==> src/spc_pkg.sv <==
package spc_pkg;

    // Pipeline depths of the two cell chains
    localparam int ROOT_STEPS = 34;
    localparam int NORM_STEPS = 15;

    // Configuration register indexes
    localparam logic [1:0] REG_RADIUS_FIRST  = 2'd0;
    localparam logic [1:0] REG_RADIUS_SECOND = 2'd1;

    // Square-root cell payload, with the contact-point dividers riding along
    typedef struct packed {
        logic [67:0]       s;
        logic [34:0]       rem;
        logic [32:0]       root;
        logic [2:0][63:0]  cnum;
        logic [2:0][31:0]  crem;
        logic [2:0][33:0]  cq;
        logic [2:0]        csign;
        logic [31:0]       wsum;
        logic [2:0][31:0]  dmag;
        logic [2:0]        dsign;
        logic [31:0]       rsum;
    } root_t;

    // Normal divider cell payload
    typedef struct packed {
        logic [32:0]       dlen;
        logic [2:0][32:0]  rem;
        logic [2:0][14:0]  num;
        logic [2:0][14:0]  q;
        logic [2:0]        dsign;
        logic              degen;
        logic [33:0]       gap;
        logic [2:0][31:0]  contact;
    } norm_t;

endpackage

==> src/spc_norm_cell.sv <==
module spc_norm_cell
    import spc_pkg::*;
(
    input  logic  clk,
    input  logic  rst_n,
    input  logic  adv,
    input  logic  in_vld,
    input  norm_t cur,
    output logic  out_vld,
    output norm_t nxt
);

    logic        vld_reg;
    norm_t       data_reg;
    norm_t       data_next;
    logic [33:0] t;

    // One quotient bit per normal component
    always_comb
    begin
        data_next = cur;
        for (int k = 0; k < 3; k++)
        begin
            t = {cur.rem[k], cur.num[k][14]};
            data_next.num[k] = {cur.num[k][13:0], 1'b0};
            if (t >= {1'b0, cur.dlen})
            begin
                data_next.rem[k] = 33'(t - {1'b0, cur.dlen});
                data_next.q[k]   = {cur.q[k][13:0], 1'b1};
            end
            else
            begin
                data_next.rem[k] = t[32:0];
                data_next.q[k]   = {cur.q[k][13:0], 1'b0};
            end
        end
    end

    // Advance the valid bit
    always_ff @(posedge clk or negedge rst_n)
    begin
        if (!rst_n)
            vld_reg <= 1'b0;
        else if (adv)
            vld_reg <= in_vld;
    end

    // Advance the payload
    always_ff @(posedge clk)
    begin
        if (adv)
            data_reg <= data_next;
    end

    assign out_vld = vld_reg;
    assign nxt     = data_reg;

endmodule

==> config.mk <==
export PLATFORM = sky130hd
export DESIGN_NAME = spc_norm_cell
export DESIGN_NICKNAME = d
export VERILOG_FILES = /design/src/spc_pkg.sv /design/src/spc_norm_cell.sv
export SDC_FILE = /design/constraint.sdc
export NUM_CORES = 1
export LEC_CHECK = 0
export BUFFER_PORTS_ARGS = -buffer_cell sky130_fd_sc_hd__buf_2
export CORE_AREA = 2 2 282 284
export CTS_BUF_LIST = sky130_fd_sc_hd__clkbuf_2
export CTS_CLUSTER_DIAMETER = 150
export DETAILED_ROUTE_END_ITERATION = 16
export DIE_AREA = 0 0 284 286
export PLACE_DENSITY = 0.41
export SETUP_SLACK_MARGIN = 0.15
export SLEW_MARGIN = 20
export SYNTH_ARGS = -nofsm -noshare
export SYNTH_HDL_FRONTEND = slang
export SYNTH_SLANG_ARGS = --single-unit
==> constraint.sdc <==
create_clock -name clk -period 2 [get_ports clk]
set_clock_uncertainty 0.15 [all_clocks]
set_input_delay 0.3 -clock clk [delete_from_list [all_inputs] [get_ports clk]]
set_output_delay 0.3 -clock clk [all_outputs]
set_load 0.02 [all_outputs]
==> summary.txt, run 1 <==
status - stopped before the end
Last stage - clock tree synthesis (4_1_cts)
Run Error - [ERROR RSZ-0060] Max buffer count reached.
DP Wirelength - 69110 um
Ports - 717
Die Ht - 286 um
Synth Flop Type - edfxtp_1
synthesized area - 17190 um2
chip width - 284 um
IO buf count - 710
Synth top area share - 61.65%
Sink Count - 354
H-tree level count - 3
sequential element share of the synthesized area - 61.80%
post-cts repair resize count - 589
Syn Area/Cell - 13.66 um2
#FFs+latches synth - 354
CTS Root Cell - clkbuf_2
number of distinct library cells after synthesis - 72
post-synth top area cell - edfxtp_1
CTS max path bufs - 3
Cell Rows - 103
number of flops mapped to enable cells by yosys - 353
Post-synth ARST share - 0.2825%
Num CTS Buffers - 99
Initial Utilization - 21.94%
Synth Warn # - 0
routability cong. - 0.9022
CTS Hold Bufs - 716
Post-CTS Setup Repair Bufs - 24
Syn Inst Count - 1259
Area contributors post-synth - edfxtp_1 (62%), ha_1 (7.2%), xnor2_1 (2.7%), a21oi_1 (2.6%), mux2_2 (2.6%)
-- cell families after synthesis --
| group | synth area share [%] |
|---|---|
| fa+ha+maj | 7.554 |
| simple gates | 6.477 |
| other cells | 0.02181 |
| mux | 5.174 |
| xor+xnor | 4.381 |
| buf+inv | 2.300 |
| compound gates | 12.30 |
| flops | 61.80 |
-- synthesized netlist by cell type, types with 8 or more instances --
library cell and number:
a31oi_1 14, nor2b_1 13, clkbuf_1 24, a21oi_1 90, o21a_1 14, a211oi_1 14, xnor2_1 53, a21o_1 41
o21bai_1 17, nand2b_1 8, edfxtp_1 353, mux2_2 39, mux2_4 28, nand2_1 76, nand4_1 17, xor2_1 33
ha_1 99, nand3_1 18, inv_1 57, o21ai_0 75, nor2_1 45, o31ai_1 8, and3_1 14, nor3_1 9
-- stage by stage --
step	cells	hold WS [ns]	cell area [um2]	setup WS [ns]	util, %
floorplan	1261	-0.1456	17480	-1.631	-
global placement	3373	-0.07219	25190	-2.100	32.15
detailed placement	3373	-0.07125	25190	-2.109	32.15
==> inputs of run 2 (changes only) <==
==> config.mk (replaced) <==
export PLATFORM = sky130hd
export DESIGN_NAME = spc_norm_cell
export DESIGN_NICKNAME = d
export VERILOG_FILES = /design/src/spc_pkg.sv /design/src/spc_norm_cell.sv
export SDC_FILE = /design/constraint.sdc
export NUM_CORES = 1
export LEC_CHECK = 0
export BUFFER_PORTS_ARGS = -buffer_cell sky130_fd_sc_hd__buf_2
export CORE_AREA = 2 2 281 283
export DETAILED_ROUTE_END_ITERATION = 16
export DIE_AREA = 0 0 283 285
export PLACE_DENSITY_LB_ADDON = 0.15
export SLEW_MARGIN = 20
export SYNTH_ARGS = -nofsm -noshare
export SYNTH_HDL_FRONTEND = slang
export SYNTH_SLANG_ARGS = --single-unit
==> summary.txt, run 2 <==
Worst Path Required - 2.18 ns
Largest register FFs - 353
Antenna Nets Post-Route - 0
DRC viols - 0
Synth top area share - 61.65% (unchanged)
Num CTS Buffers - 45 (-55%)
Logic pwr share - 28.2%
setup ws final - -1.094 ns
most common library cells after synthesis - edfxtp_1 (353), ha_1 (99), a21oi_1 (90)
final setup fails - 102
RSZ-0062 raised after global routing - true
synthesized area - 17190 um2 (unchanged)
post-layout util - 40.07%
Clock transition at path regs - 0.06 ns
final net count - 3229
Peak VDD IR - 0.5809 mV
#FFs+latches synth - 354 (unchanged)
vias per inst - 4.254
total global routing overflow - 0
Worst-Skew Late Latency - 0.59 ns
CTS Root Cell - clkbuf_16
detailed-route via count - 16440
Tot Pwr - 25.10 mW
Core ar. - 77970 um2
Post-synth ARST share - 0.2825% (unchanged)
Switching Share - 29.18%
global-route wire length before repair - 117800 um
Die Ht - 285 um (-0.35%)
drt first pass iters - 4
worst min-delay path category - in2reg
TNS Setup - -89.34 ns
fin crit period - 3.094 ns
Power Internal - 17.77 mW
total wire length - 82850 um
Non-Filler Instances - 3864
die area - 80660 um2
# placed instances - 3384 (+0.33%)
DP Wirelength - 65420 um (-5.3%)
crit end category - flop
max-cap violations - 0
number of flops mapped to enable cells by yosys - 353 (unchanged)
largest net degree at the start of global routing - 72
failing checks - negative setup slack
share of cells above drive strength 1 - 48.66%
commonest non-fill, non-tap cells in the layout - buf_2 (707), buf_4 (389), edfxtp_1 (353)
Layout area overhead - 81.69%
CP Class - in2reg
H-tree level count - 2 (-1)
Reg power frac - 37.1%
routability cong. - 0.9033 (+0.12%)
routed len/inst - 21.44 um
Syn Inst Count - 1259 (unchanged)
IO buf count - 710 (unchanged)
PD cells - 803.4 nW/um2
Area contributors post-synth - edfxtp_1 (62%), ha_1 (7.2%), xnor2_1 (2.7%), a21oi_1 (2.6%), mux2_2 (2.6%)
sequential element share of the synthesized area - 61.80% (unchanged)
hold_sp - cur[311]
r2r startpoint - out_vld
number of distinct library cells after synthesis - 72 (unchanged)
CTS tree - yes
Sink Count - 354 (unchanged)
GRT Util Overall - 19.96%
Setup crit start - cur[223]
Synth Flop Type - edfxtp_1
Cell Rows - 103 (unchanged)
most numerous cell in the Yosys netlist - edfxtp_1
Sw Pwr - 7.325 mW
post-synth top area cell - edfxtp_1
status - finished with violations
CTS max path bufs - 3 (unchanged)
Final Hold Vio Count - 0
Achievable Freq - 0.3232 GHz
Initial Utilization - 22.05% (+0.11 points)
Syn Area/Cell - 13.66 um2 (unchanged)
power share of the clock group - 34.7%
crit-path max FO - 5
Pleak - 13.84 nW
DRT iter0 DRCs - 740
most common library cell in the layout ignoring fill and taps - buf_2
Pins Over Slew Limit - 0
chip width - 283 um (-0.35%)
crit path DAT - 3.27 ns
crit share post-route - 154.7%
vias in the first global route - 17710
Ports - 717 (unchanged)
CP Launch Type - input port
Synth Warn # - 0 (unchanged)
initial antenna violation count - 33
## run 2: cell counts after synthesis
Identical to the previous run, type by type.
## run 2: area by class of cell
type | instances | area, um2
Sequential cell | 354 | 10630
Timing Repair Buffer | 1495 | 10840
Multi-Input combinational cell | 814 | 6615
Antenna cell | 13 | 32.53
Fill cell | 7623 | 46730
Inverter | 57 | 251.5
Clock inverter | 29 | 411.6
Clock buffer | 52 | 1152
Tap cell | 1050 | 1314
## run 2: final timing paths
kind	endpoint	slack, ns	cells after the start
max in group asynchronous	out_vld	1.19	3
max	nxt[301]	-1.09	16
min reg2reg	out_vld	0.40	1
max reg2reg	out_vld	1.08	1
min	nxt[312]	0.05	3
min in group asynchronous	out_vld	0.41	3
## run 2: power by group through the flow
stage | registers [mW] | logic, mW | clock network, mW
after global routing | 9.37 | 7.60 | 9.27
after CTS | 9.31 | 7.14 | 9.02
after floorplan | 10.4 | 2.08 | 0
after global placement | 9.46 | 6.18 | 0
final | 9.31 | 7.08 | 8.72
after detailed placement | 9.44 | 6.19 | 0
## run 2: through the flow
step	hold slack (ns)	instance area, um2	setup slack [ns]
floorplan	-0.1456	17480	-1.631
global placement	-0.07344	25310	-1.989
detailed placement	-0.07170	25310	-2.036
CTS	0.003311	31080	-1.128
global route	0.01486	31220	-1.196
finish	0.04713	31240	-1.094
## run 2: what timing repair did
action                                  in CTS  in global routing
pin swaps                                   41                 17
endpoints found under the setup margin     102                102
gates resized for setup                     71                 23
buffers inserted                            26                  2
hold endpoints to repair                   352                  0
hold buffers                               351                  0
cloned                                       8                  2
## run 2: critical path, stage by stage
cell       delay (ns)
buf_8            0.11
inv_12           0.04
ha_4             0.12
inv_2            0.03
fa_2             0.34
a211oi_2         0.23
o21ai_2          0.12
a2111oi_4        0.38
o21ai_2          0.13
nand2_2          0.07
nand2_2          0.05
a41o_2           0.25
a2111oi_4        0.41
clkbuf_16        0.24
buf_12           0.15
mux2_4           0.30
## run 2: kinds of logic after synthesis
kind of cell    share of synthesized area, %
buf+inv                                2.300
simple gates                           6.477
mux                                    5.174
flops                                  61.80
compound gates                         12.30
xor+xnor                               4.381
other cells                          0.02181
fa+ha+maj                              7.554
## run 2: per-layer routing
layer	global-route usage [%]	vias up	wire length, um
met5	0	-	254
met2	37.03	501	42760
li1	-	7862	-
met3	6.088	170	5606
met1	20.21	7865	29370
met4	9.867	40	4866
(Power assumes the default switching activity.)
