### src/spc_pkg.sv
package spc_pkg;

    // Pipeline depths of the two cell chains
    localparam int ROOT_STEPS = 34;
    localparam int NORM_STEPS = 15;

    // Configuration register indexes
    localparam logic [1:0] REG_RADIUS_FIRST  = 2'd0;
    localparam logic [1:0] REG_RADIUS_SECOND = 2'd1;

    // Square-root cell payload, with the contact-point dividers riding along
    typedef struct packed {
        logic [67:0]       s;
        logic [34:0]       rem;
        logic [32:0]       root;
        logic [2:0][63:0]  cnum;
        logic [2:0][31:0]  crem;
        logic [2:0][33:0]  cq;
        logic [2:0]        csign;
        logic [31:0]       wsum;
        logic [2:0][31:0]  dmag;
        logic [2:0]        dsign;
        logic [31:0]       rsum;
    } root_t;

    // Normal divider cell payload
    typedef struct packed {
        logic [32:0]       dlen;
        logic [2:0][32:0]  rem;
        logic [2:0][14:0]  num;
        logic [2:0][14:0]  q;
        logic [2:0]        dsign;
        logic              degen;
        logic [33:0]       gap;
        logic [2:0][31:0]  contact;
    } norm_t;

endpackage

### src/spc_root_cell.sv
module spc_root_cell
    import spc_pkg::*;
(
    input  logic  clk,
    input  logic  rst_n,
    input  logic  adv,
    input  logic  in_vld,
    input  root_t cur,
    output logic  out_vld,
    output root_t nxt
);

    logic        vld_reg;
    root_t       data_reg;
    root_t       data_next;
    logic [36:0] rem_t;
    logic [36:0] trial;
    logic [32:0] ct;

    // One root bit and one quotient bit per lane
    always_comb
    begin
        data_next = cur;
        rem_t = {cur.rem, cur.s[67:66]};
        trial = {2'b00, cur.root, 2'b01};
        data_next.s = {cur.s[65:0], 2'b00};
        if (rem_t >= trial)
        begin
            data_next.rem  = 35'(rem_t - trial);
            data_next.root = {cur.root[31:0], 1'b1};
        end
        else
        begin
            data_next.rem  = rem_t[34:0];
            data_next.root = {cur.root[31:0], 1'b0};
        end
        for (int k = 0; k < 3; k++)
        begin
            ct = {cur.crem[k], cur.cnum[k][63]};
            data_next.cnum[k] = {cur.cnum[k][62:0], 1'b0};
            if (ct >= {1'b0, cur.wsum})
            begin
                data_next.crem[k] = 32'(ct - {1'b0, cur.wsum});
                data_next.cq[k]   = {cur.cq[k][32:0], 1'b1};
            end
            else
            begin
                data_next.crem[k] = ct[31:0];
                data_next.cq[k]   = {cur.cq[k][32:0], 1'b0};
            end
        end
    end

    // Advance the valid bit
    always_ff @(posedge clk or negedge rst_n)
    begin
        if (!rst_n)
            vld_reg <= 1'b0;
        else if (adv)
            vld_reg <= in_vld;
    end

    // Advance the payload
    always_ff @(posedge clk)
    begin
        if (adv)
            data_reg <= data_next;
    end

    assign out_vld = vld_reg;
    assign nxt     = data_reg;

endmodule

### config.mk
export PLATFORM = sky130hd
export DESIGN_NAME = spc_root_cell
export DESIGN_NICKNAME = d
export VERILOG_FILES = /design/src/spc_pkg.sv /design/src/spc_root_cell.sv
export SDC_FILE = /design/constraint.sdc
export NUM_CORES = 1
export LEC_CHECK = 0
export ABC_AREA = 1
export BUFFER_PORTS_ARGS = -buffer_cell sky130_fd_sc_hd__buf_2
export CELL_PAD_IN_SITES_DETAIL_PLACEMENT = 1
export CELL_PAD_IN_SITES_GLOBAL_PLACEMENT = 1
export CORE_AREA = 2 2 540 542
export DETAILED_ROUTE_END_ITERATION = 16
export DIE_AREA = 0 0 542 544
export GPL_TIMING_DRIVEN = 0
export PLACE_DENSITY = 0.37
export SYNTH_ARGS = -nofsm -noshare
export SYNTH_HDL_FRONTEND = slang
export SYNTH_SLANG_ARGS = --single-unit
### constraint.sdc
create_clock -name clk -period 1.29 [get_ports clk]
set_clock_uncertainty 0.05 [all_clocks]
set_input_delay 0.3225 -clock clk [delete_from_list [all_inputs] [get_ports clk]]
set_output_delay 0.3225 -clock clk [all_outputs]
set_load 0.02 [all_outputs]
==> results of run 1 <==
==> sequential cells by signal, indices dropped and copies added, names as in the netlist <==
name	cells
nxt	687
out_vld	1
==> power groups by stage <==
stage                     registers (mW)  logic, mW  clock network (mW)
after detailed placement            28.5       16.4                   0
after CTS                           28.3       23.8                30.1
after floorplan                     30.8       4.71                   0
after global placement              29.0       16.2                   0
final                               28.3       25.1                28.8
after global routing                28.5       26.5                30.6
==> repair_timing <==
action                                  4_1_cts  5_1_grt
buffers inserted                            257      113
hold buffers                                689        6
endpoints found under the hold margin       763        6
endpoints found under the setup margin     1252      823
gates resized for setup                    1875      667
cloned                                       32        7
pin swaps                                   282      302
==> cell families (layout without fill, tap and decap cells) <==
kind of cell / Yosys count / count (layout) / synth area share
adder cells (fa/ha/maj): 134 / 134 / 0.0524
other: 1 / 47 / 0.000116
flip-flops: 688 / 688 / 0.637
buffers and inverters: 449 / 3083 / 0.0580
XOR/XNOR: 64 / 64 / 0.0173
multiplexers: 1 / 1 / 0.000347
AO/OA/AOI/OAI: 178 / 178 / 0.0297
AND/OR/NAND/NOR: 1550 / 1551 / 0.205
==> worst min path at each step <==
stage | start | endpoint
6_report | cur[352] | nxt[353]
5_1_grt | cur[352] | nxt[353]
4_1_cts | cur[270] | nxt[271]
3_5_place_dp | rst_n | out_vld
3_3_place_gp | rst_n | out_vld
2_1_floorplan | rst_n | out_vld
==> layer usage <==
metal / routed length, microns / part of all wire / GRT usage
met5: 234 / 0.00082 / 0
met4: 14900 / 0.052 / 0.0778
met3: 17000 / 0.060 / 0.0443
met2: 153000 / 0.54 / 0.356
met1: 99400 / 0.35 / 0.189
==> stage by stage <==
| step | hold slack [ps] | TNS [ps] | instances | power [mW] |
|---|---|---|---|---|
| 2_1_floorplan | -23.1 | -92820 | 3069 | 35.5 |
| 3_3_place_gp | 47.2 | -9170230 | 8249 | 45.1 |
| 3_5_place_dp | 50.4 | -1027940 | 8256 | 44.8 |
| 4_1_cts | 2.12 | -456200 | 9415 | 82.3 |
| 5_1_grt | 3.83 | -423720 | 9525 | 85.6 |
| 6_report | 59.9 | -369860 | 9546 | 82.3 |
==> synthesized netlist by cell type (all sizes together), types with 3 or more instances <==
library cell  count  area (sq um)
nand2          1037          3970
edfxtp          687         20600
inv             406          1520
nand3           253          1480
nor2            190           756
ha              131          1640
a21oi           114           586
xor2             60           526
buf              42           350
o21ai            41           205
nor3             25           125
nand4            18           128
o21bai           16           120
nand3b           13          97.6
nor4              6          37.5
and2              4          25.0
xnor2             4          35.0
fa                3          60.1
==> cell type report <==
class / instances / area share
Sequential cell: 688 / 0.301
Timing Repair Buffer: 2466 / 0.318
Buffer: 28 / 0.00646
Antenna cell: 42 / 0.00153
Clock inverter: 64 / 0.00914
Inverter: 406 / 0.0249
Tap cell: 3800 / 0.0694
Clock buffer: 119 / 0.0388
Multi-Input combinational cell: 1933 / 0.230
==> flow_summary.ini, run 1 <==
[run_status]
status = complete, but fails checks
violations = setup timing

[final_layout]
multiInputGateArea_sq_um = 15800
final_core_util = 0.237
final_cell_mix = buf_2 (859), dlygate4sd3_1 (687), edfxtp_1 (687), nand2_1 (549), buf_6 (545)
area_delta_synth_final_pct = 111
num-fill-cells = 32600
final_common_cell = buf_2
fin_area_sq_um = 68600
nets = 6456
drive_above_1_share = 0.526
regArea_sq_um = 20700

[critical_path]
cpLargestDelayFamily = flip-flops
r2r_slack_ps = 500
crit_chain = buf_6
worst_ep_required_time_ps = 920
cp.depth = 1
startpoint = nxt[511]
crit_end = nxt[511]
reg2regPathDepth = 1
cp-start-kind = register
critPathArrivalTime_ps = 1690
crit_fanout = 1
path_buf_inv = 1
crit_path_top_delay_cell = edfxtp_1
critPathMaxStageDelay_ps = 610
cp-end-kind = primary output
worstReg2RegStart = out_vld
worstSetupPathType = reg -> out
r2r_end = out_vld

[routing]
vias = 34300
drt_iter0_drc = 1671
routed_wl_microns = 284000
vias_per_cell = 3.59
wire_per_inst_microns = 29.8
drtAntennaViolNets = 0
dr.pass1.iters = 5
drc_errors = 0

[floorplan]
ios = 1389
die_area_sq_um = 295000
design.core.area_sq_um = 289000
die_h_microns = 544
initial_core_util = 0.112
die_w_microns = 542
rows = 198

[run]
cap_violations = 0

[sta]
timing.fmax_ghz = 0.485
rsz0062_at_grt = yes
hold_viol_final = 0
worstMarginPinSlew_ps = 724
min_period_over_period = 1.60
setup_slack_ps = -772
setup_viol = 832
relSlewSlack = 0.517
slew_violations = 0
finalCriticalPeriod_ps = 2060

[hold_path]
whs_path_depth = 3
worstHoldPathType = in -> reg

[placed_design]
dp_hpwl_microns = 231000
post_dp_cell_area_sq_um = 45200
gp_congestion = 0.851
dp_slack_ps = -2150
port_buffers = 1380

[yosys]
synth_ff_type = edfxtp_1
syn_area_sq_um = 32400
synth_edf_count = 687
synth_seq_cells = 688
synth_cell_type_count = 42
synth-async-reset-ratio = 0.00145
synthCells = 3065
yosysSeqAreaShare = 0.637
yosys_warnings = 0
syn_avg_cell_area_sq_um = 10.6

[clocking]
cts_tree = yes
cts.path.max_buffers = 4
htree_num_levels = 3
path_clk_slew_ps = 60
cts_num_sinks = 688
clk_latency_ps = 750
cts_root_buf = clkbuf_16
cts_made_buffers = 103

[power_and_ir_drop]
ir_drop_uv = 1200
switching_share = 0.339
leakage_nw = 29.2
p_switching_mw = 27.9
p_clk_frac = 0.350
intPower_mw = 54.4
powerDensity_nw_per_um2 = 1200
pwr-share-seq = 0.345
p_comb_frac = 0.305

[global_route]
grt_usage = 0.185
grt_pass1_wl_microns = 359000
antenna_found_initial = 148
grt.overflow.total = 0
grt_max_degree = 102
grt_pass1_vias = 36600
No activity file was read; power rests on OpenSTA's default activity.
==> inputs of run 2 (changes only) <==
--- a/config.mk
+++ b/config.mk
@@ -9,9 +9,10 @@
 export BUFFER_PORTS_ARGS = -buffer_cell sky130_fd_sc_hd__buf_2
 export CELL_PAD_IN_SITES_DETAIL_PLACEMENT = 1
 export CELL_PAD_IN_SITES_GLOBAL_PLACEMENT = 1
-export CORE_AREA = 2 2 540 542
+export CORE_AREA = 2 2 545 547
+export CTS_CLUSTER_SIZE = 14
 export DETAILED_ROUTE_END_ITERATION = 16
-export DIE_AREA = 0 0 542 544
+export DIE_AREA = 0 0 547 549
 export GPL_TIMING_DRIVEN = 0
 export PLACE_DENSITY = 0.37
 export SYNTH_ARGS = -nofsm -noshare
==> constraint.sdc (replaced) <==
create_clock -name clk -period 2.1 [get_ports clk]
set_clock_uncertainty 0.05 [all_clocks]
set_input_delay 0.525 -clock clk [delete_from_list [all_inputs] [get_ports clk]]
set_output_delay 0.525 -clock clk [all_outputs]
set_load 0.02 [all_outputs]
==> run 2 against run 1 <==
Compared with the run above:
- the run still ends with setup timing left
- sequential cell count stayed put
- total power shrank 41%
- cell count decreased by 1.6%
- critical path depth stayed put
- worst setup slack better by 540 ps
- global-route usage is 0.74 points lower
- combinational power decreased by 49%
- clock power is 36% lower
- worst hold slack gained 15 ps
- non-clock buffer count shrank 297
- routed wire length down 2.4%
- critical path type unchanged
- largest cell class is now sequential cells
- highest routed layer unchanged
==> flow_summary.ini, run 2 (synthesis results as in run 1) <==
[global_route]
grt_usage = 0.178
grt_max_degree = 84
grt_pass1_wl_microns = 348000
grt_pass1_vias = 33900
antenna_found_initial = 181
grt.overflow.total = 0

[placed_design]
port_buffers = 1380
gp_congestion = 0.846
dp_hpwl_microns = 235000
post_dp_cell_area_sq_um = 45300
dp_slack_ps = -1960
dp.cells = 8395

[critical_path]
worstReg2RegStart = out_vld
r2r_end = out_vld
cp-start-kind = register
worstSetupPathType = reg -> out
r2r_slack_ps = 1310
crit_fanout = 1
worst_ep_required_time_ps = 1520
critPathArrivalTime_ps = 1750
cp-end-kind = primary output
path_buf_inv = 1
critPathMaxStageDelay_ps = 690
reg2regPathDepth = 1
crit_chain = buf_6
cpLargestDelayFamily = flip-flops
crit_path_top_delay_cell = edfxtp_1

[run_status]
violations = setup timing
status = complete, but fails checks

[power_and_ir_drop]
p_switching_mw = 16.1
powerDensity_nw_per_um2 = 799
ir_drop_uv = 650
leakage_nw = 25.9
p_clk_frac = 0.383
pwr-share-seq = 0.355
switching_share = 0.332
intPower_mw = 32.3
p_comb_frac = 0.263

[sta]
setup_slack_ps = -228
worstMarginPinSlew_ps = 691
timing.setup.tns_ps = -2670
whs_ps = 74.4
relSlewSlack = 0.535
timing.fmax_ghz = 0.430
finalCriticalPeriod_ps = 2330
hold_viol_final = 0
rsz0062_at_grt = yes
slew_violations = 0
min_period_over_period = 1.11
setup_viol = 49

[final_layout]
nets = 6159
drive_above_1_share = 0.429
largest_reg_flops = 687
fin_area_sq_um = 60600
layout.cells.non_filler = 9390
final_cell_mix = buf_2 (1,136), nand2_1 (816), edfxtp_1 (687), dlygate4sd3_1 (620), inv_1 (357)
final_common_cell = buf_2
area_delta_synth_final_pct = 87.0

[clocking]
cts_tree = yes
cts_root_buf = clkbuf_16
htree_num_levels = 3
cts_num_sinks = 688
cts_made_buffers = 103
clk_latency_ps = 750
path_clk_slew_ps = 60
cts.path.max_buffers = 4

[floorplan]
die_w_microns = 547
die_area_sq_um = 300000
rows = 200
initial_core_util = 0.110
design.core.area_sq_um = 295000
die_h_microns = 549
ios = 1389

[run]
cap_violations = 0

[routing]
dr.pass1.iters = 4
drtAntennaViolNets = 0
routed_wl_microns = 278000
wire_per_inst_microns = 29.6
drc_errors = 0
vias_per_cell = 3.46
vias = 32500
drt_iter0_drc = 1611

[hold_path]
whs_path_depth = 3
hold_end = nxt[278]
min_from = cur[277]
worstHoldPathType = in -> reg
run 2: power groups by stage:
stage          Clock, mW  Combinational [mW]  Sequential (mW)
2_1_floorplan          0                2.87             18.9
4_1_cts             19.5                12.4             17.2
6_report            18.5                12.7             17.2
3_5_place_dp           0                10.1             17.4
5_1_grt             19.7                13.6             17.3
3_3_place_gp           0                10.1             17.8
run 2: worst max-delay path by stage:
| stage | start | endpoint | slack, ps | cells past startpoint |
|---|---|---|---|---|
| 5_1_grt | nxt[514] | nxt[514] | -290 | 1 |
| 2_1_floorplan | cur[137] | nxt[288] | -110 | 15 |
| 3_3_place_gp | adv | nxt[152] | -12900 | 1 |
| 3_5_place_dp | adv | nxt[152] | -1960 | 6 |
| 6_report | nxt[514] | nxt[514] | -230 | 1 |
| 4_1_cts | nxt[514] | nxt[514] | -380 | 1 |
run 2: what timing repair did:
item	in CTS	in global routing
endpoints found under the setup margin	546	170
hold buffers	621	0
setup buffers	84	53
pin swaps	48	129
hold endpoints to repair	643	0
gates cloned	7	9
gates resized for setup	616	377
run 2: layout make-up:
class                      instances  area [sq um]
clock inverter                    74           853
tap                             3939          4930
antenna                           42           105
timing repair buffer            2157         16400
clock buffer                     111          2610
multi-input combinational       1933         12900
sequential                       688         20700
buffer                            40           513
inverter                         406          1660
fill                           34000        234000
run 2: layer usage:
layer,global-route usage,part of all wire,vias to the layer above
li1,-,-,14800
met1,0.170,0.33,15900
met2,0.355,0.56,1239
met3,0.0446,0.060,440
met4,0.0708,0.049,34
met5,0,0.00081,-
run 2: through the flow:
stage | util | total power [mW]
floorplan | - | 21.8
global placement | 0.153 | 27.8
detailed placement | 0.153 | 27.5
CTS | 0.198 | 49.0
global route | 0.205 | 50.6
finish | 0.206 | 48.4
